File: config.mk
export PLATFORM = sky130hd
export DESIGN_NAME = command_line_tokenizer
export DESIGN_NICKNAME = d
export VERILOG_FILES = /design/src/rtl/clt_pkg.sv /design/src/rtl/clt_lexer.sv /design/src/rtl/clt_queue.sv /design/src/rtl/clt_emit.sv /design/src/rtl/command_line_tokenizer.sv
export SDC_FILE = /design/constraint.sdc
export NUM_CORES = 1
export LEC_CHECK = 0
export BUFFER_PORTS_ARGS = -buffer_cell sky130_fd_sc_hd__buf_4
export CORE_AREA = 2 2 135 84
export DETAILED_ROUTE_END_ITERATION = 10
export DIE_AREA = 0 0 137 86
export PLACE_DENSITY = 0.84
export SLEW_MARGIN = 10
export SYNTH_ARGS = -nofsm -noshare
export SYNTH_HDL_FRONTEND = slang
export SYNTH_SLANG_ARGS = --single-unit
File: constraint.sdc
create_clock -name clk -period 5.2 [get_ports clk]
set_input_delay 0.26 -clock clk [delete_from_list [all_inputs] [get_ports clk]]
set_output_delay 0.26 -clock clk [all_outputs]
set_load 0.02 [all_outputs]
File: src/rtl/clt_pkg.sv
`default_nettype none
// ----------------------------------------------------------------------------
// clt_pkg
// Shared types and constants of the command-line tokenizer.
// ----------------------------------------------------------------------------
package clt_pkg;

  // Upper bound on the per-token body length, applied after the register.
  localparam int unsigned TOKEN_LEN_LIMIT = 255;

  // Result queue between the lexer and the output stage.
  localparam int unsigned QUEUE_DEPTH = 4;
  localparam int unsigned QPTR_W      = $clog2(QUEUE_DEPTH);
  localparam int unsigned QCNT_W      = $clog2(QUEUE_DEPTH + 1);

  // Token type codes carried on a token end.
  localparam logic [3:0] TOK_STRING  = 4'd0;
  localparam logic [3:0] TOK_NEWLINE = 4'd1;
  localparam logic [3:0] TOK_END     = 4'd2;
  localparam logic [3:0] TOK_SEMI    = 4'd3;
  localparam logic [3:0] TOK_AMP     = 4'd4;
  localparam logic [3:0] TOK_LESS    = 4'd5;
  localparam logic [3:0] TOK_GREATER = 4'd6;
  localparam logic [3:0] TOK_CARET   = 4'd7;
  localparam logic [3:0] TOK_GROUP   = 4'd8;
  localparam logic [3:0] TOK_RPAREN  = 4'd9;
  localparam logic [3:0] TOK_PIPE    = 4'd10;

  typedef struct packed {
    logic       token_end;
    logic [7:0] body_char;
    logic [3:0] token_type;
  } result_t;

  // Up to two results produced by one accepted character.
  typedef struct packed {
    logic [1:0] count;
    result_t    res0;
    result_t    res1;
  } push_t;

endpackage
`default_nettype wire

File: src/rtl/clt_lexer.sv
`default_nettype none
// ----------------------------------------------------------------------------
// clt_lexer
// Front end: holds the lexer state and the length register, classifies each
// accepted character and produces zero to two results for the queue.
// ----------------------------------------------------------------------------
module clt_lexer (
  input  wire logic           clk,
  input  wire logic           rst,
  input  wire logic           cfg_we,
  input  wire logic [7:0]     cfg_wdata,
  input  wire logic           accept,
  input  wire logic [7:0]     char_in,
  input  wire logic           end_of_input,
  output clt_pkg::push_t      push
);

  typedef enum logic [1:0] {
    MODE_IDLE   = 2'd0,
    MODE_STRING = 2'd1,
    MODE_GROUP  = 2'd2
  } mode_t;

  localparam logic [1:0] Q_NONE   = 2'd0;
  localparam logic [1:0] Q_SINGLE = 2'd1;
  localparam logic [1:0] Q_DOUBLE = 2'd2;

  localparam logic [7:0] CH_NUL   = 8'h00;
  localparam logic [7:0] CH_TAB   = 8'h09;
  localparam logic [7:0] CH_NL    = 8'h0a;
  localparam logic [7:0] CH_SPACE = 8'h20;
  localparam logic [7:0] CH_DQ    = 8'h22;
  localparam logic [7:0] CH_AMP   = 8'h26;
  localparam logic [7:0] CH_SQ    = 8'h27;
  localparam logic [7:0] CH_LPAR  = 8'h28;
  localparam logic [7:0] CH_RPAR  = 8'h29;
  localparam logic [7:0] CH_SEMI  = 8'h3b;
  localparam logic [7:0] CH_LESS  = 8'h3c;
  localparam logic [7:0] CH_GT    = 8'h3e;
  localparam logic [7:0] CH_CARET = 8'h5e;
  localparam logic [7:0] CH_PIPE  = 8'h7c;

  logic [7:0] max_token_len;
  mode_t      mode, mode_next;
  logic [1:0] quote, quote_next;
  logic [7:0] depth, depth_next;
  logic [7:0] count, count_next;

  logic [7:0] eff_limit;
  logic       full;
  logic [1:0] qc;
  logic       delim;
  logic       idle_pass;

  clt_pkg::result_t body_res;
  clt_pkg::result_t idle_res;
  logic             idle_has;

  function automatic clt_pkg::result_t end_of(input logic [3:0] t);
    clt_pkg::result_t r;
    r.token_end  = 1'b1;
    r.body_char  = 8'd0;
    r.token_type = t;
    return r;
  endfunction

  always_comb begin
    if (max_token_len == 8'd0) begin
      eff_limit = 8'd1;
    end else if ({8'd0, max_token_len} > 16'(clt_pkg::TOKEN_LEN_LIMIT)) begin
      eff_limit = 8'(clt_pkg::TOKEN_LEN_LIMIT);
    end else begin
      eff_limit = max_token_len;
    end
  end

  assign full  = (count >= eff_limit);
  assign qc    = (char_in == CH_SQ) ? Q_SINGLE : (char_in == CH_DQ) ? Q_DOUBLE : Q_NONE;
  assign delim = char_in inside {CH_SPACE, CH_TAB, CH_NL, CH_SEMI, CH_AMP, CH_LESS, CH_GT,
                                 CH_CARET, CH_LPAR, CH_RPAR, CH_PIPE};

  assign body_res.token_end  = 1'b0;
  assign body_res.body_char  = char_in;
  assign body_res.token_type = clt_pkg::TOK_STRING;

  always_comb begin
    mode_next  = mode;
    quote_next = quote;
    depth_next = depth;
    count_next = count;
    push       = '0;
    idle_pass  = 1'b0;
    idle_res   = '0;
    idle_has   = 1'b0;

    case (mode)
      MODE_STRING: begin
        if (end_of_input || full) begin
          push.count = 2'd1;
          push.res0  = end_of(clt_pkg::TOK_STRING);
          idle_pass  = 1'b1;
        end else if (quote != Q_NONE) begin
          if (qc == quote) begin
            quote_next = Q_NONE;
          end else begin
            push.count = 2'd1;
            push.res0  = body_res;
            count_next = count + 8'd1;
          end
        end else if (delim) begin
          push.count = 2'd1;
          push.res0  = end_of(clt_pkg::TOK_STRING);
          idle_pass  = 1'b1;
        end else if (qc != Q_NONE) begin
          quote_next = qc;
        end else begin
          push.count = 2'd1;
          push.res0  = body_res;
          count_next = count + 8'd1;
        end
      end
      MODE_GROUP: begin
        if (end_of_input) begin
          push.count = 2'd1;
          push.res0  = end_of(clt_pkg::TOK_GROUP);
          idle_pass  = 1'b1;
        end else if (full || (quote == Q_NONE && char_in == CH_RPAR && depth <= 8'd1)) begin
          // Close the group; an overflowing character is dropped.
          push.count = 2'd1;
          push.res0  = end_of(clt_pkg::TOK_GROUP);
          mode_next  = MODE_IDLE;
          quote_next = Q_NONE;
          depth_next = 8'd0;
          count_next = 8'd0;
        end else begin
          push.count = 2'd1;
          push.res0  = body_res;
          count_next = count + 8'd1;
          if (quote != Q_NONE) begin
            if (qc == quote) quote_next = Q_NONE;
          end else if (char_in == CH_LPAR) begin
            if (depth != 8'd255) depth_next = depth + 8'd1;
          end else if (char_in == CH_RPAR) begin
            depth_next = depth - 8'd1;
          end else if (qc != Q_NONE) begin
            quote_next = qc;
          end
        end
      end
      default: begin
        idle_pass = 1'b1;
      end
    endcase

    // Idle handling, also for a delimiter handed back by a closed string.
    if (idle_pass) begin
      mode_next  = MODE_IDLE;
      quote_next = Q_NONE;
      depth_next = 8'd0;
      count_next = 8'd0;
      if (end_of_input) begin
        idle_has = 1'b1;
        idle_res = end_of(clt_pkg::TOK_END);
      end else begin
        case (char_in)
          CH_SPACE, CH_TAB, CH_NUL: idle_has = 1'b0;
          CH_NL:    begin idle_has = 1'b1; idle_res = end_of(clt_pkg::TOK_NEWLINE); end
          CH_SEMI:  begin idle_has = 1'b1; idle_res = end_of(clt_pkg::TOK_SEMI);    end
          CH_AMP:   begin idle_has = 1'b1; idle_res = end_of(clt_pkg::TOK_AMP);     end
          CH_LESS:  begin idle_has = 1'b1; idle_res = end_of(clt_pkg::TOK_LESS);    end
          CH_GT:    begin idle_has = 1'b1; idle_res = end_of(clt_pkg::TOK_GREATER); end
          CH_CARET: begin idle_has = 1'b1; idle_res = end_of(clt_pkg::TOK_CARET);   end
          CH_RPAR:  begin idle_has = 1'b1; idle_res = end_of(clt_pkg::TOK_RPAREN);  end
          CH_PIPE:  begin idle_has = 1'b1; idle_res = end_of(clt_pkg::TOK_PIPE);    end
          CH_LPAR: begin
            mode_next  = MODE_GROUP;
            depth_next = 8'd1;
          end
          default: begin
            mode_next = MODE_STRING;
            if (qc != Q_NONE) begin
              quote_next = qc;
            end else begin
              idle_has   = 1'b1;
              idle_res   = body_res;
              count_next = 8'd1;
            end
          end
        endcase
      end
      if (idle_has) begin
        if (push.count == 2'd0) begin
          push.res0 = idle_res;
        end else begin
          push.res1 = idle_res;
        end
        push.count = push.count + 2'd1;
      end
    end

    if (!accept) push.count = 2'd0;
  end

  always_ff @(posedge clk) begin
    if (rst) begin
      max_token_len <= 8'd255;
      mode          <= MODE_IDLE;
      quote         <= Q_NONE;
      depth         <= 8'd0;
      count         <= 8'd0;
    end else begin
      if (cfg_we) max_token_len <= cfg_wdata;
      if (accept) begin
        mode  <= mode_next;
        quote <= quote_next;
        depth <= depth_next;
        count <= count_next;
      end
    end
  end

endmodule
`default_nettype wire

File: src/rtl/clt_queue.sv
`default_nettype none
// ----------------------------------------------------------------------------
// clt_queue
// Short result queue: takes up to two results a cycle, hands out one.
// ----------------------------------------------------------------------------
module clt_queue (
  input  wire logic              clk,
  input  wire logic              rst,
  input  wire clt_pkg::push_t    push,
  input  wire logic              pop,
  output clt_pkg::result_t       head,
  output logic                   head_valid,
  output logic                   room_for_two
);

  clt_pkg::result_t entries [clt_pkg::QUEUE_DEPTH];

  logic [clt_pkg::QPTR_W-1:0] wptr, rptr;
  logic [clt_pkg::QCNT_W-1:0] fill, fill_next;
  logic                       do_pop;

  assign head         = entries[rptr];
  assign head_valid   = (fill != '0);
  assign do_pop       = pop && head_valid;
  assign room_for_two = (fill <= clt_pkg::QCNT_W'(clt_pkg::QUEUE_DEPTH - 2));
  assign fill_next    = fill + clt_pkg::QCNT_W'(push.count) - clt_pkg::QCNT_W'(do_pop);

  always_ff @(posedge clk) begin
    if (push.count != 2'd0) entries[wptr] <= push.res0;
    if (push.count == 2'd2) entries[wptr + clt_pkg::QPTR_W'(1)] <= push.res1;
  end

  always_ff @(posedge clk) begin
    if (rst) begin
      wptr <= '0;
      rptr <= '0;
      fill <= '0;
    end else begin
      wptr <= wptr + clt_pkg::QPTR_W'(push.count);
      if (do_pop) rptr <= rptr + clt_pkg::QPTR_W'(1);
      fill <= fill_next;
    end
  end

endmodule
`default_nettype wire

File: src/rtl/clt_emit.sv
`default_nettype none
// ----------------------------------------------------------------------------
// clt_emit
// Back end: output register that drains the result queue.
// ----------------------------------------------------------------------------
module clt_emit (
  input  wire logic              clk,
  input  wire logic              rst,
  input  wire clt_pkg::result_t  head,
  input  wire logic              head_valid,
  output logic                   pop,
  output logic                   out_valid,
  input  wire logic              out_stall,
  output clt_pkg::result_t       out_res
);

  // Load when the register is empty or its request leaves this cycle.
  assign pop = head_valid && (!out_valid || !out_stall);

  always_ff @(posedge clk) begin
    if (pop) out_res <= head;
  end

  always_ff @(posedge clk) begin
    if (rst) begin
      out_valid <= 1'b0;
    end else if (pop) begin
      out_valid <= 1'b1;
    end else if (!out_stall) begin
      out_valid <= 1'b0;
    end
  end

endmodule
`default_nettype wire

File: src/rtl/command_line_tokenizer.sv
`default_nettype none
// ----------------------------------------------------------------------------
// command_line_tokenizer
// Splits a character stream into shell tokens: body characters, then a token
// end carrying the token type.
// ----------------------------------------------------------------------------
//
//   channel  | valid      | stall      | payload
//   ---------+------------+------------+----------------------------------
//   input    | in_valid   | in_stall   | char_in, end_of_input
//   output   | out_valid  | out_stall  | token_end, body_char, token_type
//   config   | cfg_we     | (none)     | cfg_wdata -> max_token_len
//
// One character is taken per cycle while in_stall is low; the lexer state
// updates in that cycle. Each character yields zero to two requests, which
// pass through a four-entry queue and an output register. The output
// delivers one request per cycle while out_stall is low, so a run of
// characters that each make two requests is paced by the output port.
// in_stall rises when the queue has fewer than two free entries.
// Synchronous reset returns the lexer to idle and max_token_len to 255.
// ----------------------------------------------------------------------------
module command_line_tokenizer (
  input  wire logic       clk,
  input  wire logic       rst,
  input  wire logic       cfg_we,
  input  wire logic [7:0] cfg_wdata,
  input  wire logic       in_valid,
  output logic            in_stall,
  input  wire logic [7:0] char_in,
  input  wire logic       end_of_input,
  output logic            out_valid,
  input  wire logic       out_stall,
  output logic            token_end,
  output logic [7:0]      body_char,
  output logic [3:0]      token_type
);

  clt_pkg::push_t   push;
  clt_pkg::result_t head;
  clt_pkg::result_t out_res;
  logic             head_valid;
  logic             room_for_two;
  logic             pop;
  logic             accept;

  // Hold input whenever one character could overfill the queue.
  assign in_stall = !room_for_two;
  assign accept   = in_valid && !in_stall;

  // Front: classify the character and advance the lexer state.
  clt_lexer u_lexer (
    .clk          (clk),
    .rst          (rst),
    .cfg_we       (cfg_we),
    .cfg_wdata    (cfg_wdata),
    .accept       (accept),
    .char_in      (char_in),
    .end_of_input (end_of_input),
    .push         (push)
  );

  // Decouple the lexer from output back-pressure.
  clt_queue u_queue (
    .clk          (clk),
    .rst          (rst),
    .push         (push),
    .pop          (pop),
    .head         (head),
    .head_valid   (head_valid),
    .room_for_two (room_for_two)
  );

  // Back: drive the output request from a register.
  clt_emit u_emit (
    .clk        (clk),
    .rst        (rst),
    .head       (head),
    .head_valid (head_valid),
    .pop        (pop),
    .out_valid  (out_valid),
    .out_stall  (out_stall),
    .out_res    (out_res)
  );

  assign token_end  = out_res.token_end;
  assign body_char  = out_res.body_char;
  assign token_type = out_res.token_type;

endmodule
`default_nettype wire

# --- Word level (Yosys, flattened, before mapping) ---
# Memories as Yosys holds them, arrays and structs flattened. A register that Yosys moved wholly into a read port is not among the register bits.
# Cells that the tools add are included.
word_totals:
  regBits: 36
  mem_bits_rw: 52
  inputBits: 22
  word_cells: 160
  mem_count: 1
memory_table:
  columns: ["memory", "depth", "word_bits", "read_ports", "rd_clocked_by_memory_dff", "wr", "line_no", "text"]
  rows:
  - ["u_queue.entries", 4, 13, 1, 1, 2, "clt_queue.sv:16", "clt_pkg::result_t entries [clt_pkg::QUEUE_DEPTH];"]
classes:
  add_sub_neg: 9
  n_lt_le_gt_ge: 3
  eq_ne: 29
  muxes: 77
  n_reduce_logical: 32
op_table:
  columns: ["operator", "count"]
  rows:
  - ["$mux 8", 20]
  - ["$pmux 13 s9", 1]
  - ["$eq 8x6->1 const B", 9]
  - ["$mux 15", 4]
  - ["$mux 28", 2]
  - ["$mux 13", 4]
  - ["$mux 2", 22]
  - ["$pmux 15 s2", 1]
  - ["$mux 14", 2]
  - ["$add 8x1->8 const B", 2]
  - ["$eq 8x4->1 const B", 2]
  - ["$eq 8x7->1 const B", 2]
  - ["$logic_not 8->1", 2]
  - ["$pmux 8 s2", 1]
  - ["$mux 1", 15]
  - ["$reduce_and 7->1", 2]
  - ["$mux 12", 1]
  - ["$reduce_or 12->1", 1]
  - ["$reduce_bool 11->1", 1]
  - ["$reduce_or 11->1", 1]
  - ["$ne 5x4->1 const B", 2]
  - ["$reduce_bool 2->1", 5]
  - ["$ne 3x2->1 const B", 3]
  - ["$ge 8x8->1", 1]
  - ["other kinds (27)", 44]

# --- Logic depth before layout (Yosys ltp) ---
# Gate-level depths: netlist of the first run.
logic_depth:
  word_depth: 17
  ltp_mapped: 18

# --- By module ---
# Synthesis of the first run repeated with hierarchy kept, for this count alone.
hier_totals:
  cells_unflattened: 583
  area_unflattened_um2: 6379.9
modules_own_cells:
  columns: ["mod", "instances", "cells_per_inst", "area_per_inst_um2"]
  rows:
  - ["clt_queue", 1, 175, 3166.8]
  - ["clt_lexer", 1, 389, 2776.4]
  - ["clt_emit", 1, 17, 426.7]
  - ["command_line_tokenizer", 1, 2, 10.0]

# --- Worst setup path before layout of the first run ---
# No wires, ideal clock.
synth_path:
  path_kind: "flip-flop to flip-flop"
  from: "register u_lexer.max_token_len[4]"
  to: "memory u_queue.entries[1][0] (netlist name), enable pin"
  arrival_ps: 3948
  setup_slack_ps: 849
  stages_incl_launch_ff: 14
  path_cell_list: "dfxtp_1 nor4_1 a41o_1 ha_1 nor2b_1 o211a_1 o311ai_2 a311o_1 buf_2 inv_1 ha_1 a21oi_1 or3b_2 a21boi_0"
synth_lines:
  columns: ["item", "line_no", "text"]
  rows:
  - ["start: declaration", "clt_lexer.sv:43", "logic [7:0] max_token_len;"]
  - ["start signal: assignment", "clt_lexer.sv:212", "if (cfg_we) max_token_len <= cfg_wdata;"]
  - ["end: declaration", "clt_queue.sv:16", null]

==> impl_metrics.tcl, run 1 <==
set metrics [dict create \
    grt_start_max_net_pins 31 \
    chipHeight_um 86 \
    cts_tree "built" \
    hpwl_um 10120 \
    leakage_nw 2.357 \
    gp_routability_congestion 0.9668 \
    cp.required_ns 5.36 \
    drtPass1Iterations 6 \
    min_period_over_period_pct 90.85 \
    rsz0062_at_grt "no" \
    skew_ns 0.005739 \
    drtAntennaViolNets 0 \
    routed_wirelength_um 13890 \
    power_density_nw_per_um2 401.9 \
    async_reset_ff_share_pct 0 \
    synth_cell_type_count 70 \
    synthCells 545 \
    cts_setup_buffers 0 \
    final_cell_mix "edfxtp_1 (65), nand2_1 (50), buf_4 (41)" \
    status "complete, no violations" \
    final-setup-viol-count 0 \
    synth_edf_count 65 \
    syn_nets 587 \
    vias_per_cell 6.519 \
    drive_gt1_share_pct 14.36 \
    layout_commonest_cell "edfxtp_1" \
    synth_seq_area_share_pct 46.99 \
    final_core_util_pct 60.79 \
    cts_resized 0 \
    num_vias 4674 \
    die_area_um2 11780 \
    synthFlopType "edfxtp_1" \
    fmax_ghz 0.2117 \
    hold_violations 0 \
    tns_ns 0 \
    slowest_stage "a311o_1" \
    ys_seq_elements 101 \
    initial_core_util_pct 54.43 \
    layout.nets 616 \
    antennaDiodeCount 0 \
    tightestPinTransition_ns 0.9939 \
    crit_path_cell_trace "nor4_1, a41o_1, ha_1, nor2b_1, o211a_1, o311ai_2, a311o_1, inv_1, ha_1, nand2b_1, or3_1, a21oi_1, nor3_1, nor3b_1" \
    fin_crit_ns 4.724 \
    drc 0 \
    critPathKind "register to register" \
    antenna_found_initial 0 \
    clock-sinks 101 \
    cts_buffers 9 \
    cp-end-kind "register" \
    die_x_um 137 \
    htreeDepth 3 \
    max_stage_delay_ns 0.55 \
    area.growth.synth_to_final_pct 11.68 \
    grt_pass1_vias 4273 \
    worstSetupStartpointType "register" \
    syn_avg_cell_area_um2 10.44 \
    arrival_ns 4.89 \
    port_buffers 36 \
    clkLatencyLatePin_ns 0.35 \
    drtIter0Drc 628 \
    ir_drop_mv 0.3294 \
    nFillCells 857 \
    num_rows 29 \
    min-delay-path-class "input port to register" \
    cts_buffer_depth 2 \
    cap_violations 0 \
    wl_per_cell_um 19.37 \
    synth_warnings 0 \
    cts_hold_buf 0 \
    grt_use_total_pct 24.84 \
    root_buffer "clkbuf_16" \
    syn_area_um2 5688 \
    finalMaxSlewViolations 0 \
    crit_path_frequent_cell "ha_1" \
    clk_pin_slew_worst_paths_ns 0.07 \
    path_max_fanout 7 \
    grt_overflow_total 0 \
    maxSlewHeadroom_pct 33.34 \
    ios 37 \
    grt_pass1_wl_um 22290 \
    coreArea_um2 10450 \
]
[worst paths after layout]
check / start / to / slack, ns / depth (start not counted)
max: u_lexer.max_token_len[4] / u_queue.entries[3][9] / 0.48 / 14
min: cfg_wdata[0] / u_lexer.max_token_len[0] / 0.13 / 3
max reg2reg: u_lexer.max_token_len[4] / u_queue.entries[3][9] / 0.48 / 14
min reg2reg: u_emit.out_valid / u_emit.out_valid / 0.48 / 2
[power breakdown]
| part | total [mW] | switching (mW) | internal [mW] |
|---|---|---|---|
| registers | 1.14 | 0.101 | 1.04 |
| logic | 0.806 | 0.456 | 0.350 |
| clock network | 0.611 | 0.287 | 0.324 |
| total | 2.55 | 0.844 | 1.71 |
[area by class of cell]
class | count | area [um2] | share of cell area, %
clock inverter | 5 | 36.28 | 0.5712
inverter | 37 | 138.9 | 2.186
multi-input combinational | 384 | 2794 | 43.98
timing repair buffer | 41 | 307.8 | 4.845
clock buffer | 10 | 229.0 | 3.604
tap | 139 | 173.9 | 2.738
sequential | 101 | 2673 | 42.07
[per-stage QoR]
step                total power [mW]  cell area, um2  hold slack (ns)  worst slack [ns]  cells
finish                         2.553            6352           0.1298            0.4757    717
global route                   2.678            6352           0.1480            0.1353    717
global placement               1.902            6087           0.4552            0.9525    702
detailed placement             1.947            6087           0.4735            0.6603    702
CTS                            2.556            6352           0.1287            0.6332    717
floorplan                      1.681            5688           0.3885            0.8494    545
[registers in the layout, indices dropped and copies added, names as in the netlist, 3 cells and up]
name / count
u_queue.fill: 3
u_emit.out_res: 13
u_queue.entries: 52
u_lexer.count: 8
u_lexer.max_token_len: 8
u_lexer.depth: 8
[layer usage]
| layer | GRT usage (%) | wire length (um) |
|---|---|---|
| met1 | 37.65 | 6323 |
| met2 | 36.18 | 5952 |
| met3 | 5.437 | 1467 |
| met4 | 6.186 | 146 |
| met5 | 0 | 0 |
[cell families (layout without fill, tap and decap cells)]
kind of cell | count (synthesis) | in the layout | synth area share, %
simple gates | 184 | 184 | 16.54
mux | 22 | 22 | 6.731
fa+ha+maj | 20 | 20 | 4.532
flops | 101 | 101 | 46.99
xor+xnor | 19 | 19 | 2.926
buf+inv | 60 | 93 | 4.113
compound gates | 139 | 139 | 18.17
[critical path, delay by kind of cell, from the launching register on]
family | cells | cell delay (ns)
compound gates | 5 | 2.03
fa+ha+maj | 2 | 0.53
simple gates | 6 | 1.47
buf+inv | 1 | 0.19
flops | 1 | 0.31
[cell usage after synthesis, types with 3 or more instances]
| master | n | share of area, % |
|---|---|---|
| a211oi_1 | 10 | 1.3 |
| a21boi_0 | 7 | 0.92 |
| a21boi_1 | 9 | 1.2 |
| a21o_1 | 5 | 0.66 |
| a21oi_1 | 31 | 2.7 |
| a311oi_1 | 3 | 0.46 |
| a31oi_1 | 3 | 0.33 |
| and3_1 | 7 | 0.77 |
| buf_2 | 7 | 0.62 |
| clkbuf_1 | 15 | 0.99 |
| dfxtp_1 | 36 | 13 |
| edfxtp_1 | 65 | 34 |
| ha_1 | 19 | 4.2 |
| inv_1 | 37 | 2.4 |
| mux2i_1 | 9 | 1.6 |
| mux4_2 | 13 | 5.1 |
| nand2_1 | 50 | 3.3 |
| nand2b_1 | 3 | 0.33 |
| nand3_1 | 15 | 1.3 |
| nand3b_1 | 3 | 0.40 |
| nand4_1 | 4 | 0.44 |
| nor2_1 | 37 | 2.4 |
| nor2b_1 | 6 | 0.66 |
| nor3_1 | 19 | 1.7 |
| nor3b_1 | 8 | 1.1 |
| nor4_1 | 7 | 0.77 |
| o211ai_1 | 9 | 1.2 |
| o21ai_0 | 6 | 0.53 |
| o21ai_1 | 3 | 0.26 |
| o22ai_1 | 9 | 0.99 |
| o31ai_1 | 5 | 0.66 |
| o32ai_1 | 8 | 1.2 |
| o41ai_1 | 4 | 0.62 |
| or3_1 | 9 | 0.99 |
| xnor2_1 | 18 | 2.8 |
Note: power is estimated with default switching activity, not from simulation.
==> inputs of run 2 (changes only) <==
Settings changed: RECOVER_POWER set to 50.
==> run 2 against run 1 <==
The flow now finishes with violations (max-capacitance violations, max-slew violations). Maximum frequency about the same. Hold slack about the same. Die area unchanged. First-iteration DRC count increased by 5.9%. Via count increased by 0.19%. Total power decreased by 2.1%. Core utilization decreased by 0.69 points. Sequential power about the same. Largest cell class unchanged.
==> impl_metrics.tcl, run 2 (synthesis gave the netlist of run 1 again) <==
set metrics [dict create \
    status "complete, but fails checks" \
    violations "max-capacitance violations, max-slew violations" \
    die_x_um 137 \
    power_mw 2.499 \
    holdWs_ns 0.1293 \
    finalMaxSlewViolations 14 \
    num_rows 29 \
    clk_pin_slew_worst_paths_ns 0.06 \
    cp.required_ns 5.36 \
    pwr-share-seq_pct 45.5 \
    wl_per_cell_um 19.34 \
    drtPass1Iterations 5 \
    power_density_nw_per_um2 397.9 \
    cts_buffers 9 \
    routed_wirelength_um 13870 \
    critPathKind "register to register" \
    ir_drop_mv 0.2988 \
    cts_hold_buf 0 \
    p_int_mw 1.657 \
    use_met1_pct 37.65 \
    fmax_ghz 0.2117 \
    crit_path_frequent_cell "ha_1" \
    slowest_stage "a311o_1" \
    hold_violations 0 \
    skew_ns 0.006440 \
    layout.nets 616 \
    p_sw_share_pct 33.70 \
    regMostFlops "u_queue.entries" \
    largest_reg_flops 52 \
    final-setup-viol-count 0 \
    gp_routability_congestion 0.9668 \
    holdCritStartpoint "cfg_wdata[0]" \
    path_max_fanout 7 \
    grt_overflow_total 0 \
    cts_resized 0 \
    root_buffer "clkbuf_16" \
    area.growth.synth_to_final_pct 10.40 \
    clkLatencyLatePin_ns 0.35 \
    rsz0062_at_grt "no" \
    antennaDiodeCount 0 \
    maxSlewHeadroom_pct -3.081 \
    clock-sinks 101 \
    tns_ns 0 \
    htreeDepth 3 \
    ff_latch_area_um2 2673 \
    cts_setup_buffers 0 \
    final_cell_mix "edfxtp_1 (65), nand2_1 (50), inv_1 (37), nor2_1 (37), dfxtp_1 (36)" \
    min_period_over_period_pct 90.83 \
    vias_per_cell 6.531 \
    port_buffers 36 \
    pwr-share-clk_pct 24.5 \
    initial_core_util_pct 54.43 \
    drc 0 \
    tightestPinTransition_ns 1.533 \
    dp_slack_ns 0.6603 \
    min-delay-path-class "input port to register" \
    min_path_cells 3 \
    ios 37 \
    p_sw_mw 0.8421 \
    grt_pass1_wl_um 22290 \
    reg2reg_depth 14 \
    crit_path_cell_trace "nor4_1, a41o_1, ha_1, nor2b_1, o211a_1, o311ai_2, a311o_1, inv_1, ha_1, nand2b_1, or3_1, a21oi_1, nor3_1, nor3b_1" \
    fin_crit_ns 4.723 \
    leakage_nw 2.292 \
    cts_buffer_depth 2 \
    chipHeight_um 86 \
    drtIter0Drc 665 \
    coreArea_um2 10450 \
    cp-startpoint "u_lexer.max_token_len[4]" \
    final_core_util_pct 60.09 \
    use_met2_pct 36.18 \
    multi_input_area_um2 2785 \
    worstSetupStartpointType "register" \
    combPwrFrac_pct 30.0 \
    gr-max-usage-layer "met1" \
    reg_top3 "u_queue.entries: 52 flops, u_emit.out_res: 13 flops" \
    max_stage_delay_ns 0.54 \
    cap_violations 1 \
    nFillCells 876 \
    met3_usage_pct 5.437 \
    grt_pass1_vias 4273 \
    cp-end-kind "register" \
    drive_gt1_share_pct 11.07 \
    antenna_found_initial 0 \
    arrival_ns 4.88 \
    cts_tree "built" \
    final.setup.worst_slack_ns 0.4771 \
    die_area_um2 11780 \
    r2r_start "u_lexer.max_token_len[4]" \
    grt_use_total_pct 24.84 \
    num_vias 4683 \
    drtAntennaViolNets 0 \
    grt_start_max_net_pins 31 \
    hpwl_um 10120 \
    layout_commonest_cell "edfxtp_1" \
]
-- run 2: cell types whose count changed in the layout (fill, tap and decap cells not counted) --
cell	previous run	this run
o31ai_2	2	1
clkbuf_1	1	18
buf_4	41	24
o21ai_2	1	0
o31ai_1	4	5
o21ai_0	6	7
-- run 2: per-layer routing --
metal / wire [um] / vias up
met4: 137 / 0
met3: 1482 / 19
met1: 6245 / 2261
met2: 6004 / 274
met5: 0 / -
li1: - / 2129
-- run 2: final timing paths --
check / end / slack (ns)
worst max-delay path: u_queue.entries[3][9] / 0.48
worst min-delay path: u_lexer.max_token_len[0] / 0.13
worst max register to register: u_queue.entries[3][9] / 0.48
worst min register to register: u_emit.out_valid / 0.48
-- run 2: power by group through the flow --
stage	clock (mW)	combinational (mW)	sequential, mW
floorplan	0	0.504	1.18
global placement	0	0.759	1.14
detailed placement	0	0.794	1.15
CTS	0.618	0.800	1.14
global route	0.646	0.819	1.16
finish	0.613	0.749	1.14
-- run 2: per-stage QoR --
step	cells	cell area, um2
finish	717	6280
global route	717	6280
CTS	717	6352
detailed placement	702	6087
global placement	702	6087
floorplan	545	5688
-- run 2: cell type report --
type,instances,area share (%)
multi-input cells,384,44.35
clock buffers,10,3.646
flip-flops and latches,101,42.56
inverters,37,2.212
clock inverters,5,0.5778
well taps,139,2.769
repair buffers,41,3.885
-- run 2: worst max-delay path: cells and delay by family (launching register included) --
family          cells  cell delay [ns]
compound gates      5             2.00
fa+ha+maj           2             0.54
buf+inv             1             0.19
flops               1             0.31
simple gates        6             1.50
==> inputs of run 3 (changes only) <==
Settings changed: PLACE_DENSITY 0.84 to 0.87.
Clock period 5.2 ns to 4.1 ns, I/O delays scaled along.
==> run 3 against run 2 <==
The run now ends clean. Die area stayed put. Hold slack worse by 0.065 ns. Via count is 3.0% higher. Sequential cell count stayed put. Global-route usage is 0.52 points higher. Worst setup slack worse by 0.31 ns. First-iteration DRC count is 1.1% lower. Largest cell class unchanged.
==> impl_metrics.tcl, run 3 (synthesis gave the netlist of run 1 again) <==
set metrics [dict create \
    power_density_nw_per_um2 518.8 \
    grt_overflow_total 0 \
    wl_per_cell_um 19.87 \
    leakage_nw 2.369 \
    path_max_fanout 4 \
    final.setup.worst_slack_ns 0.1694 \
    final_cell_mix "edfxtp_1 (65), nand2_1 (50), inv_1 (37), nor2_1 (37), dfxtp_1 (36)" \
    vias_per_cell 6.626 \
    min_period_over_period_pct 95.87 \
    critPathKind "register to register" \
    hold_violations 0 \
    die_x_um 137 \
    drtPass1Iterations 7 \
    regMostFlops "u_queue.entries" \
    layout.nets 626 \
    grt_start_max_net_pins 31 \
    arrival_ns 4.17 \
    maxSlewHeadroom_pct 19.59 \
    finalMaxSlewViolations 0 \
    initial_core_util_pct 54.43 \
    wl_met2_um 6292 \
    clk_pin_slew_worst_paths_ns 0.07 \
    skew_ns 0.006547 \
    cap_violations 0 \
    pwr-share-clk_pct 28.0 \
    p_int_mw 2.242 \
    cts_buffers 9 \
    slowest_stage "fa_1" \
    status "complete, no violations" \
    root_buffer "clkbuf_16" \
    drc 0 \
    r2r_start "u_lexer.max_token_len[4]" \
    clkLatencyLatePin_ns 0.35 \
    largest_reg_flops 52 \
    num_vias 4824 \
    cp.required_ns 4.33 \
    crit_path_cell_trace "nor4_2, a41o_1, ha_1, nor2b_1, o211a_1, o311ai_2, a311o_1, inv_1, ha_1, a21oi_1, nor3_1, ha_1, inv_1, fa_1, xnor2_1, xnor2_1, nor2_1" \
    cts_hold_buf 0 \
    grt_pass1_wl_um 22780 \
    cts_buffer_depth 2 \
    chipHeight_um 86 \
    area.growth.synth_to_final_pct 13.24 \
    min-delay-path-class "input port to register" \
    num_rows 29 \
    grt_use_total_pct 25.36 \
    ios 37 \
    combPwrFrac_pct 28.8 \
    coreArea_um2 10450 \
    holdCritStartpoint "cfg_wdata[0]" \
    die_area_um2 11780 \
    ir_drop_mv 0.3293 \
    grt_pass1_vias 4441 \
    tightestPinTransition_ns 1.197 \
    wl_met1_um 6194 \
    wl_met3_um 1666 \
    cp-end-kind "register" \
    antennaDiodeCount 0 \
    hpwl_um 10230 \
    p_sw_share_pct 32.91 \
    top_layer_used "met4" \
    gp_routability_congestion 1.013 \
    htreeDepth 3 \
    pwr-share-seq_pct 43.2 \
    routed_wirelength_um 14470 \
    fin_crit_ns 3.931 \
    worstSetupStartpointType "register" \
    clock-sinks 101 \
    antenna_found_initial 0 \
    port_buffers 36 \
    drtAntennaViolNets 0 \
    fmax_ghz 0.2544 \
    power_mw 3.342 \
    drive_gt1_share_pct 13.41 \
    cp-startpoint "u_lexer.max_token_len[4]" \
    cts_tree "built" \
    layout_commonest_cell "edfxtp_1" \
    max_stage_delay_ns 0.38 \
    final-setup-viol-count 0 \
    drtIter0Drc 658 \
    reg_top3 "u_queue.entries: 52 flops, u_emit.out_res: 13 flops" \
    crit_path_frequent_cell "ha_1" \
    dp_slack_ns 0.2367 \
    tns_ns 0 \
    p_sw_mw 1.100 \
]
==> run 3: what timing repair did <==
item,4_1_cts,5_1_grt
gates resized for setup,0,1
buffers inserted,0,0
endpoints found under the setup margin,0,1
==> run 3: final timing paths <==
check | cells past startpoint | slack [ns] | to
setup / recovery | 17 | 0.17 | u_queue.fill[2]
hold / removal | 3 | 0.06 | u_lexer.max_token_len[0]
setup reg to reg | 17 | 0.17 | u_queue.fill[2]
hold reg to reg | 2 | 0.49 | u_lexer.max_token_len[0]
==> run 3: critical path, delay by kind of cell (launching register included) <==
kind	cells	cell delay (ns)
AOI/OAI and AO/OA	5	1.09
xor gates and xnor gates	2	0.37
adders and majority gates	4	1.08
buffers and inverters	2	0.16
DFF	1	0.34
and+or+nand+nor	4	0.76
==> run 3: final cells by class <==
type                            count  area, um2
Tap cell                          139      173.9
Fill cell                         843       4009
Clock buffer                        9      225.2
Inverter                           37      138.9
Clock inverter                      7      103.9
Sequential cell                   101       2673
Multi-Input combinational cell    384       2804
Timing Repair Buffer               51      322.8
==> run 3: through the flow <==
step                cells  hold slack, ns  area, um2  utilization [%]
detailed placement    712          0.4281       6162            58.97
finish                728         0.06452       6441            61.64
CTS                   728         0.07025       6491            62.12
global route          728         0.09268       6441            61.64
floorplan             545          0.3335       5695                -
global placement      712          0.4276       6162            58.97
==> run 3: power by group through the flow <==
stage                     combinational, mW  clock [mW]  sequential (mW)
after floorplan                       0.641           0             1.49
after CTS                              1.02       0.941             1.45
final                                 0.963       0.935             1.44
after global placement                0.965           0             1.45
after detailed placement               1.01           0             1.46
after global routing                   1.05       0.976             1.47
==> run 3: per-layer routing <==
metal / vias to the layer above / GRT usage [%]
met5: - / 0
met4: 0 / 7.779
met3: 50 / 6.738
met2: 323 / 36.95
met1: 2303 / 37.07
li1: 2148 / -
